$ cat src/rtl/led_frm_pkg.sv
`default_nettype none
// ----------------------------------------------------------------------------
// led_frm_pkg
// Shared types, constants and tables of the LED display frame composer.
// ----------------------------------------------------------------------------
package led_frm_pkg;

    localparam int FRAME_BYTES_DEF = 27;

    localparam int OPC_W  = 3;
    localparam int POS_W  = 5;
    localparam int VAL_W  = 14;
    localparam int COL_W  = 3;
    localparam int BYTE_W = 8;
    localparam int IDX_W  = 5;
    localparam int DIG_W  = 4;

    localparam logic [BYTE_W-1:0] COLOR_BLACK = 8'hE0;
    localparam logic [IDX_W-1:0]  DIGIT_BASE  = 5'd17;
    localparam logic [IDX_W-1:0]  ROW1_BASE   = 5'd22;
    localparam logic [POS_W-1:0]  MARK_MAX    = 5'd16;
    localparam logic [POS_W-1:0]  DIGIT_MAX   = 5'd9;
    localparam logic [POS_W-1:0]  ROW_MAX     = 5'd1;
    localparam logic [VAL_W-1:0]  SYMBOL_MAX  = 14'd63;
    localparam logic [VAL_W-1:0]  NUMBER_MAX  = 14'd9999;

    typedef enum logic [OPC_W-1:0] {
        OP_SET_MARK   = 3'd0,
        OP_SET_DIGIT  = 3'd1,
        OP_SET_NUMBER = 3'd2,
        OP_CLEAR_SEND = 3'd3,
        OP_SEND       = 3'd4
    } t_opcode;

    // Access request from the sequencer to the frame store.
    typedef struct packed {
        logic              clr;
        logic              we;
        logic [IDX_W-1:0]  waddr;
        logic [BYTE_W-1:0] wdata;
        logic              re;
        logic [IDX_W-1:0]  raddr;
    } t_store_req;

    function automatic logic [BYTE_W-1:0] color_code(input logic [COL_W-1:0] idx);
        logic [BYTE_W-1:0] code;
        case (idx)
            3'd0:    code = 8'hE0;
            3'd1:    code = 8'h00;
            3'd2:    code = 8'h20;
            3'd3:    code = 8'h40;
            3'd4:    code = 8'h60;
            3'd5:    code = 8'h80;
            3'd6:    code = 8'hA0;
            default: code = 8'hC0;
        endcase
        return code;
    endfunction

    // Place weight: thousands, hundreds, tens, units.
    function automatic logic [VAL_W-1:0] place_weight(input logic [1:0] place);
        logic [VAL_W-1:0] w;
        case (place)
            2'd0:    w = 14'd1000;
            2'd1:    w = 14'd100;
            2'd2:    w = 14'd10;
            default: w = 14'd1;
        endcase
        return w;
    endfunction

endpackage

`default_nettype wire

$ cat src/rtl/led_frm_if.sv
`default_nettype none
// ----------------------------------------------------------------------------
// led_frm_if
// Valid/ready channels of the frame composer: command words in, frame
// byte words out.
// ----------------------------------------------------------------------------
interface led_frm_cmd_if;
    logic                            valid;
    logic                            ready;
    logic [led_frm_pkg::OPC_W-1:0]   opcode;
    logic [led_frm_pkg::POS_W-1:0]   position;
    logic [led_frm_pkg::VAL_W-1:0]   value;
    logic [led_frm_pkg::COL_W-1:0]   color;

    modport source (output valid, opcode, position, value, color, input ready);
    modport sink   (input valid, opcode, position, value, color, output ready);
endinterface

interface led_frm_byte_if;
    logic                            valid;
    logic                            ready;
    logic [led_frm_pkg::BYTE_W-1:0]  frame_byte;
    logic [led_frm_pkg::IDX_W-1:0]   byte_index;
    logic                            last_byte;

    modport source (output valid, frame_byte, byte_index, last_byte, input ready);
    modport sink   (input valid, frame_byte, byte_index, last_byte, output ready);
endinterface

`default_nettype wire

$ cat src/rtl/led_display_frame_composer_unit.sv
`default_nettype none
// ----------------------------------------------------------------------------
// led_display_frame_composer_unit
// Keeps the 27-byte frame of a colored LED display, edits it on command
// and streams it out byte by byte.
// ----------------------------------------------------------------------------
// Timing: set mark and set digit write the store in the cycle in which the
// word is taken; the block is ready again right after. Set number then stays
// busy while one shared subtract-and-compare unit peels each digit off by
// repeated subtraction of its place weight. Send and clear-and-send then keep
// the block busy while the frame store's single registered read port yields
// one byte per cycle, as long as the output side does not hold back the
// stream. The command channel is not ready while a number is converted or a
// frame is streamed.
// The output register decouples the two sides, so the last word of a frame
// may still wait while the next command is taken. Reset and clear act at
// once through per-byte valid bits, so there is no clearing pass.
// ----------------------------------------------------------------------------
module led_display_frame_composer_unit #(
    parameter int FRAME_BYTES = led_frm_pkg::FRAME_BYTES_DEF
) (
    input  wire             i_clk,
    input  wire             i_rst_n,
    led_frm_cmd_if.sink     i_cmd,
    led_frm_byte_if.source  o_byte
);
    import led_frm_pkg::*;

    localparam logic [IDX_W-1:0] LAST_IDX = IDX_W'(FRAME_BYTES - 1);

    typedef enum logic [1:0] {
        S_IDLE,
        S_CONV,
        S_SEND
    } t_state;

    t_state            r_state,   n_state;
    // number conversion
    logic [VAL_W-1:0]  r_rem,     n_rem;
    logic [1:0]        r_place,   n_place;
    logic [DIG_W-1:0]  r_digit,   n_digit;
    logic              r_lead,    n_lead;
    logic [IDX_W-1:0]  r_base,    n_base;
    logic [BYTE_W-1:0] r_col,     n_col;
    // streaming
    logic              r_issuing, n_issuing;
    logic [IDX_W-1:0]  r_idx,     n_idx;
    logic              r_pend,    n_pend;
    logic [IDX_W-1:0]  r_pidx,    n_pidx;
    // output register
    logic              r_ov,      n_ov;
    logic [BYTE_W-1:0] r_obyte,   n_obyte;
    logic [IDX_W-1:0]  r_oidx,    n_oidx;
    logic              r_olast,   n_olast;

    t_store_req        req;
    logic [BYTE_W-1:0] rdata;

    logic              cmd_acc;
    logic [BYTE_W-1:0] cmd_col;
    logic [VAL_W:0]    diff;
    logic              out_free;
    logic              load;
    logic              rd_en;

    led_frm_store #(
        .DEPTH (FRAME_BYTES)
    ) u_store (
        .i_clk   (i_clk),
        .i_rst_n (i_rst_n),
        .i_req   (req),
        .o_rdata (rdata)
    );

    assign i_cmd.ready       = (r_state == S_IDLE);
    assign cmd_acc           = i_cmd.valid && i_cmd.ready;
    assign cmd_col           = color_code(i_cmd.color);

    assign o_byte.valid      = r_ov;
    assign o_byte.frame_byte = r_obyte;
    assign o_byte.byte_index = r_oidx;
    assign o_byte.last_byte  = r_olast;

    // Shared unit: trial subtraction of the current place weight.
    assign diff = {1'b0, r_rem} - {1'b0, place_weight(r_place)};

    // Read data moves to the output register once that register frees up.
    assign out_free = !r_ov || o_byte.ready;
    assign load     = r_pend && out_free;
    assign rd_en    = (r_state == S_SEND) && r_issuing && (!r_pend || load);

    always_comb begin
        n_state   = r_state;
        n_rem     = r_rem;
        n_place   = r_place;
        n_digit   = r_digit;
        n_lead    = r_lead;
        n_base    = r_base;
        n_col     = r_col;
        n_issuing = r_issuing;
        n_idx     = r_idx;
        n_pend    = r_pend;
        n_pidx    = r_pidx;
        n_ov      = r_ov && !o_byte.ready;
        n_obyte   = r_obyte;
        n_oidx    = r_oidx;
        n_olast   = r_olast;

        req       = '0;
        req.re    = rd_en;
        req.raddr = r_idx;

        case (r_state)
            S_IDLE: begin
                if (cmd_acc) begin
                    case (i_cmd.opcode)
                        OP_SET_MARK: begin
                            if (i_cmd.position <= MARK_MAX) begin
                                req.we    = 1'b1;
                                req.waddr = i_cmd.position;
                                req.wdata = cmd_col;
                            end
                        end
                        OP_SET_DIGIT: begin
                            if (i_cmd.position <= DIGIT_MAX && i_cmd.value <= SYMBOL_MAX) begin
                                req.we    = 1'b1;
                                req.waddr = DIGIT_BASE + i_cmd.position;
                                req.wdata = cmd_col + {2'b00, i_cmd.value[5:0]};
                            end
                        end
                        OP_SET_NUMBER: begin
                            if (i_cmd.position <= ROW_MAX && i_cmd.value <= NUMBER_MAX) begin
                                n_rem   = i_cmd.value;
                                n_place = 2'd0;
                                n_digit = '0;
                                n_lead  = 1'b1;
                                n_base  = i_cmd.position[0] ? ROW1_BASE : DIGIT_BASE;
                                n_col   = cmd_col;
                                n_state = S_CONV;
                            end
                        end
                        OP_CLEAR_SEND: begin
                            req.clr   = 1'b1;
                            n_issuing = 1'b1;
                            n_idx     = '0;
                            n_state   = S_SEND;
                        end
                        OP_SEND: begin
                            n_issuing = 1'b1;
                            n_idx     = '0;
                            n_state   = S_SEND;
                        end
                        default: begin
                        end
                    endcase
                end
            end

            S_CONV: begin
                if (!diff[VAL_W]) begin
                    // weight still fits: count one more in this place
                    n_rem   = diff[VAL_W-1:0];
                    n_digit = r_digit + 1'b1;
                end else begin
                    req.we    = 1'b1;
                    req.waddr = r_base + {3'b000, r_place};
                    if (r_lead && r_digit == '0 && r_place != 2'd3) begin
                        req.wdata = COLOR_BLACK;
                    end else begin
                        req.wdata = r_col + {4'b0000, r_digit};
                    end
                    n_lead  = r_lead && (r_digit == '0);
                    n_place = r_place + 1'b1;
                    n_digit = '0;
                    if (r_place == 2'd3) begin
                        n_state = S_IDLE;
                    end
                end
            end

            S_SEND: begin
                if (rd_en) begin
                    n_pidx = r_idx;
                    n_idx  = r_idx + 1'b1;
                    if (r_idx == LAST_IDX) begin
                        n_issuing = 1'b0;
                    end
                end
                n_pend = rd_en || (r_pend && !load);
                if (load) begin
                    n_ov    = 1'b1;
                    n_obyte = rdata;
                    n_oidx  = r_pidx;
                    n_olast = (r_pidx == LAST_IDX);
                    if (r_pidx == LAST_IDX) begin
                        n_state = S_IDLE;
                    end
                end
            end

            default: begin
                n_state = S_IDLE;
            end
        endcase
    end

    always_ff @(posedge i_clk) begin
        r_rem   <= n_rem;
        r_place <= n_place;
        r_digit <= n_digit;
        r_lead  <= n_lead;
        r_base  <= n_base;
        r_col   <= n_col;
        r_idx   <= n_idx;
        r_pidx  <= n_pidx;
        r_obyte <= n_obyte;
        r_oidx  <= n_oidx;
        r_olast <= n_olast;
        if (!i_rst_n) begin
            r_state   <= S_IDLE;
            r_issuing <= 1'b0;
            r_pend    <= 1'b0;
            r_ov      <= 1'b0;
        end else begin
            r_state   <= n_state;
            r_issuing <= n_issuing;
            r_pend    <= n_pend;
            r_ov      <= n_ov;
        end
    end

endmodule

`default_nettype wire

$ cat src/rtl/led_frm_store.sv
`default_nettype none
// ----------------------------------------------------------------------------
// led_frm_store
// Frame byte memory: one write and one registered read per cycle, with a
// valid bit per byte so that reset and clear show black at once.
// ----------------------------------------------------------------------------
module led_frm_store #(
    parameter int DEPTH = led_frm_pkg::FRAME_BYTES_DEF
) (
    input  wire                              i_clk,
    input  wire                              i_rst_n,
    input  led_frm_pkg::t_store_req          i_req,
    output logic [led_frm_pkg::BYTE_W-1:0]   o_rdata
);
    import led_frm_pkg::*;

    localparam int ADDR_W = $clog2(DEPTH);

    logic [BYTE_W-1:0] r_mem [DEPTH];
    logic [DEPTH-1:0]  r_vld;
    logic [BYTE_W-1:0] r_rdata;

    logic [ADDR_W-1:0] waddr;
    logic [ADDR_W-1:0] raddr;

    assign waddr   = i_req.waddr[ADDR_W-1:0];
    assign raddr   = i_req.raddr[ADDR_W-1:0];
    assign o_rdata = r_rdata;

    always_ff @(posedge i_clk) begin
        if (i_req.we) begin
            r_mem[waddr] <= i_req.wdata;
        end
        if (i_req.re) begin
            r_rdata <= r_vld[raddr] ? r_mem[raddr] : COLOR_BLACK;
        end
    end

    // Drop all bytes back to black on reset or clear.
    always_ff @(posedge i_clk) begin
        if (!i_rst_n || i_req.clr) begin
            r_vld <= '0;
        end else if (i_req.we) begin
            r_vld[waddr] <= 1'b1;
        end
    end

endmodule

`default_nettype wire

$ cat src/flat_wrapper.sv
// flat-port wrapper written by rule: the top's interface ports become plain ports
module led_display_frame_composer_unit_flat import led_frm_pkg::*;
#(
    parameter int FRAME_BYTES = led_frm_pkg::FRAME_BYTES_DEF
)
  (i_clk, i_rst_n, i_cmd_valid, i_cmd_opcode, i_cmd_position, i_cmd_value, i_cmd_color, i_cmd_ready, o_byte_valid, o_byte_frame_byte, o_byte_byte_index, o_byte_last_byte, o_byte_ready);
  led_frm_cmd_if i_cmd_i ();
  led_frm_byte_if o_byte_i ();
  input  wire i_clk;
  input  wire i_rst_n;
  input wire logic [$bits(i_cmd_i.valid)-1:0] i_cmd_valid;
  input wire logic [$bits(i_cmd_i.opcode)-1:0] i_cmd_opcode;
  input wire logic [$bits(i_cmd_i.position)-1:0] i_cmd_position;
  input wire logic [$bits(i_cmd_i.value)-1:0] i_cmd_value;
  input wire logic [$bits(i_cmd_i.color)-1:0] i_cmd_color;
  output wire logic [$bits(i_cmd_i.ready)-1:0] i_cmd_ready;
  output wire logic [$bits(o_byte_i.valid)-1:0] o_byte_valid;
  output wire logic [$bits(o_byte_i.frame_byte)-1:0] o_byte_frame_byte;
  output wire logic [$bits(o_byte_i.byte_index)-1:0] o_byte_byte_index;
  output wire logic [$bits(o_byte_i.last_byte)-1:0] o_byte_last_byte;
  input wire logic [$bits(o_byte_i.ready)-1:0] o_byte_ready;
  assign i_cmd_i.valid = i_cmd_valid;
  assign i_cmd_i.opcode = i_cmd_opcode;
  assign i_cmd_i.position = i_cmd_position;
  assign i_cmd_i.value = i_cmd_value;
  assign i_cmd_i.color = i_cmd_color;
  assign i_cmd_ready = i_cmd_i.ready;
  assign o_byte_valid = o_byte_i.valid;
  assign o_byte_frame_byte = o_byte_i.frame_byte;
  assign o_byte_byte_index = o_byte_i.byte_index;
  assign o_byte_last_byte = o_byte_i.last_byte;
  assign o_byte_i.ready = o_byte_ready;
  led_display_frame_composer_unit #(.FRAME_BYTES(FRAME_BYTES)) u_core (.i_clk(i_clk), .i_rst_n(i_rst_n), .i_cmd(i_cmd_i), .o_byte(o_byte_i));
endmodule
$ cat config.mk
export PLATFORM = sky130hd
export DESIGN_NAME = led_display_frame_composer_unit_flat
export DESIGN_NICKNAME = d
export VERILOG_FILES = /design/src/rtl/led_frm_pkg.sv /design/src/rtl/led_frm_if.sv /design/src/rtl/led_display_frame_composer_unit.sv /design/src/rtl/led_frm_store.sv /design/src/flat_wrapper.sv
export SDC_FILE = /design/constraint.sdc
export NUM_CORES = 1
export LEC_CHECK = 0
export BUFFER_PORTS_ARGS = -buffer_cell sky130_fd_sc_hd__buf_2
export CORE_MARGIN = 1.5
export CORE_UTILIZATION = 50
export CTS_BUF_LIST = sky130_fd_sc_hd__clkbuf_16
export DETAILED_ROUTE_END_ITERATION = 8
export PLACE_DENSITY = 0.69
export SYNTH_ARGS = -nofsm -noshare
export SYNTH_HDL_FRONTEND = slang
export SYNTH_HIERARCHICAL = 1
export SYNTH_SLANG_ARGS = --single-unit
$ cat constraint.sdc
create_clock -name i_clk -period 3.5 [get_ports i_clk]
set_input_delay 0.7 -clock i_clk [delete_from_list [all_inputs] [get_ports i_clk]]
set_output_delay 0.7 -clock i_clk [all_outputs]
set_load 0.02 [all_outputs]
==> results.yml <==
pwr:
  p_leak_nw: 5.89
  irDropWorstVdd_v: 0.000401
  p_per_area_mw_per_mm2: 467
  power.internal_w: 0.00620
  totalPowerFinal_w: 0.00785
  pwr-share-clk: 0.440
  p_sw_w: 0.00165
  power_frac_seq: 0.508
  pwr-share-comb: 0.052
  p_sw_frac: 0.210
floorplan:
  die-area_sq_mm: 0.0275
  num_rows: 59
  die_x_microns: 166
  pin_count: 45
  coreArea_sq_mm: 0.0261
  fp.dieH_microns: 166
  start_util: 0.509
sta:
  rsz0062_at_grt: "yes"
  setup_viol: 32
  hold_violations: 0
  fin_ws_ns: -0.0605
  fmax_mhz: 281
  hold_slack_ns: 0.397
  relSlewSlack: 0.259
  drv_slew: 0
  fin_crit_ns: 3.56
  skew_ns: 0.0179
  tightestPinTransition_ns: 1.11
  period_share: 1.02
finish:
  drive_gt1_frac: 0.331
  fill_cells: 1762
  area_growth_pct: 26.8
  instances_no_fill: 1412
  final_util: 0.645
  regArea_sq_mm: 0.00887
  diodes: 0
  final_nets: 1109
  multiInputGateArea_sq_mm: 0.00457
status:
  failed_checks: "setup timing"
  outcome: "finished with violations"
yosys:
  avgSynthCellArea_sq_um: 15.6
  synth_common_cells: "274 x edfxtp_1, 70 x nor2_1, 49 x nand2_1"
  ys_ff_latch: 306
  synth_top_area_share: 0.621
  netlist.top_cell.by_area: "edfxtp_1"
  syn_inst: 851
  async_flop_share: 0
  synth_area_leaders: "edfxtp_1 62%, dfxtp_1 4.8%, mux4_2 4.8%, mux4_1 3.4%, mux2i_1 2.6%"
  synth_warnings: 6
  ys.flop_type: "edfxtp_1"
  netlist_area_sq_mm: 0.0133
  synth.most_common_cell: "edfxtp_1"
  ys_types: 77
  synth_nets: 908
  synth_edf_count: 274
  yosysSeqAreaShare: 0.669
placement:
  dp_hpwl_mm: 20.2
  port_buffers: 44
  dp.cells: 1298
  routabilityCongestion: 0.854
  dp_slack_ns: -0.237
clock_tree:
  cts_root_buffer: "clkbuf_16"
  worstSkewPairLatency_ns: 0.57
  clk_path_buf_depth: 3
  cts_num_sinks: 306
  cts_tree: "built"
  cts-buffers-inserted: 31
  cts_hold_buf: 0
  h-tree-depth: 1
  cts.clk_slew.worst_paths_ns: 0.06
critical_path:
  cp_max_fo: 6
  path_class: "flip-flop to flip-flop"
  cp.arrival_ns: 3.86
  crit_path_end_kind: "flip-flop"
  required_ns: 3.80
  start_kind: "flip-flop"
global_routing:
  overflow: 0
  grt_max_degree: 29
  grt_usage: 0.222
  grt_pass1_wl_mm: 46.8
  antenna_found_initial: 1
  grt_pass1_vias: 8172
drt:
  post_drt_wl_per_cell_microns: 22.5
  routed_wl_mm: 31.7
  drtAntennaViolNets: 0
  drc: 0
  vias: 8333
  dr.first_iter.drc_count: 862
  firstDrtPassIters: 5
  via_per_inst: 5.90
worst_hold_path:
  min_path_type: "primary input to flip-flop"
run:
  drv_cap: 0
## state kept, by name, summed over array words and instances (netlist names)
signal / cells
u_core/r_base: 2
u_core/o_byte.last_byte: 1
u_core/r_digit: 4
u_core/r_pidx: 5
u_core/r_col: 3
u_core/r_lead: 1
u_core/o_byte.frame_byte: 8
u_core/o_byte.valid: 1
u_core/r_rem: 14
u_core/u_store/r_mem: 216
u_core/r_pend: 1
u_core/r_issuing: 1
u_core/r_idx: 5
u_core/r_state: 2
u_core/u_store/r_vld: 27
u_core/u_store/o_rdata: 8
u_core/r_place: 2
u_core/o_byte.byte_index: 5
## cells by family after synthesis
logic type | after synthesis | share of synthesized area
flip-flops | 306 | 0.669
AND/OR/NAND/NOR | 205 | 0.0763
AO/OA/AOI/OAI | 154 | 0.0841
multiplexers | 83 | 0.110
buffers and inverters | 61 | 0.0236
adder cells (fa/ha/maj) | 28 | 0.0276
XOR/XNOR | 14 | 0.00925
## layout by cell type, fill, tap and decap left out, types with 5 or more instances in the layout
cell type  synthesis  final
a22oi_1           10     10
ha_1              26     17
clkbuf_16          0     32
nor2_2             0      5
buf_6              4     40
edfxtp_1         274    274
nand2_1           49     47
nand3b_1           6      6
inv_1             27     32
a31oi_1           13     13
mux4_1            17     17
buf_4              8     96
buf_12             0     18
mux2i_1           35     35
ha_4               0      9
dfxtp_1           32     32
nor2b_1           10      9
nor4_1             5      5
xor2_1             8      8
nor2_4             0     28
nand2b_1           5      5
o2111ai_1          6      5
o21a_1            31     31
bufinv_16          0      6
a21oi_1           18     18
xnor2_1            6      6
mux4_2            28     28
nor2_1            70     40
and3_1             7      7
a2111oi_0          7      7
nor3_1             6      5
o21ai_0           19     18
clkinv_2           0      5
nand3_1           12     11
buf_2              7     44
## power by group through the flow
stage	clock [W]	sequential, W	combinational (W)
6_report	0.00346	0.00399	0.000411
5_1_grt	0.00364	0.00399	0.000445
4_1_cts	0.00349	0.00398	0.000379
3_5_place_dp	0	0.00406	0.000365
3_3_place_gp	0	0.00406	0.000360
2_1_floorplan	0	0.00404	0.000246
## through the flow
step / cell area [sq um] / setup TNS (ns)
floorplan: 13400 / -9.19
global placement: 14700 / -8.69
detailed placement: 14700 / -23.38
CTS: 16300 / -0.796
global route: 16800 / -11.29
finish: 16800 / -0.739
## area by class of cell
class                      count  share of cell area
sequential                   306               0.528
multi-input combinational    487               0.272
timing repair buffer         199               0.106
clock buffer                  31              0.0461
tap                          335              0.0249
clock inverter                27              0.0177
inverter                      27             0.00603
## worst paths after layout
| kind | end | cells after the start | slack (ns) | from |
|---|---|---|---|---|
| max | u_core/u_store/r_mem[16][7] | 15 | -0.06 | u_core/r_place[1] |
| max reg2reg | u_core/u_store/r_mem[16][7] | 15 | -0.06 | u_core/r_place[1] |
| min reg2reg | u_core/o_byte.frame_byte[1] | 0 | 0.42 | u_core/u_store/o_rdata[1] |
| min | u_core/r_state[0] | 3 | 0.40 | i_rst_n |
## worst max-delay path, stage by stage (launching register included)
cell and delay [ns]:
edfxtp_1 0.46, buf_6 0.16, ha_4 0.17, nor2_4 0.09, ha_4 0.20, a211o_1 0.29, buf_6 0.13, nor3_4 0.16
nor2_2 0.07, or3_4 0.47, o21ai_4 0.10, buf_6 0.11, or3b_4 0.41, buf_6 0.14, nor2_4 0.16, clkbuf_16 0.17
## routing by layer
| layer | wire (microns) | global-route usage | vias up |
|---|---|---|---|
| met4 | 940 | 0.0658 | 2 |
| met3 | 2210 | 0.0405 | 72 |
| met1 | 13200 | 0.292 | 4138 |
| met2 | 15400 | 0.376 | 329 |
| met5 | 7 | 0 | - |
| li1 | - | - | 3792 |
## what timing repair did
action,in CTS,in global routing
endpoints found under the setup margin,218,242
pin swaps,19,31
buffers inserted,25,26
cloned,3,5
gates resized for setup,41,67
No activity file was read; power rests on OpenSTA's default activity.
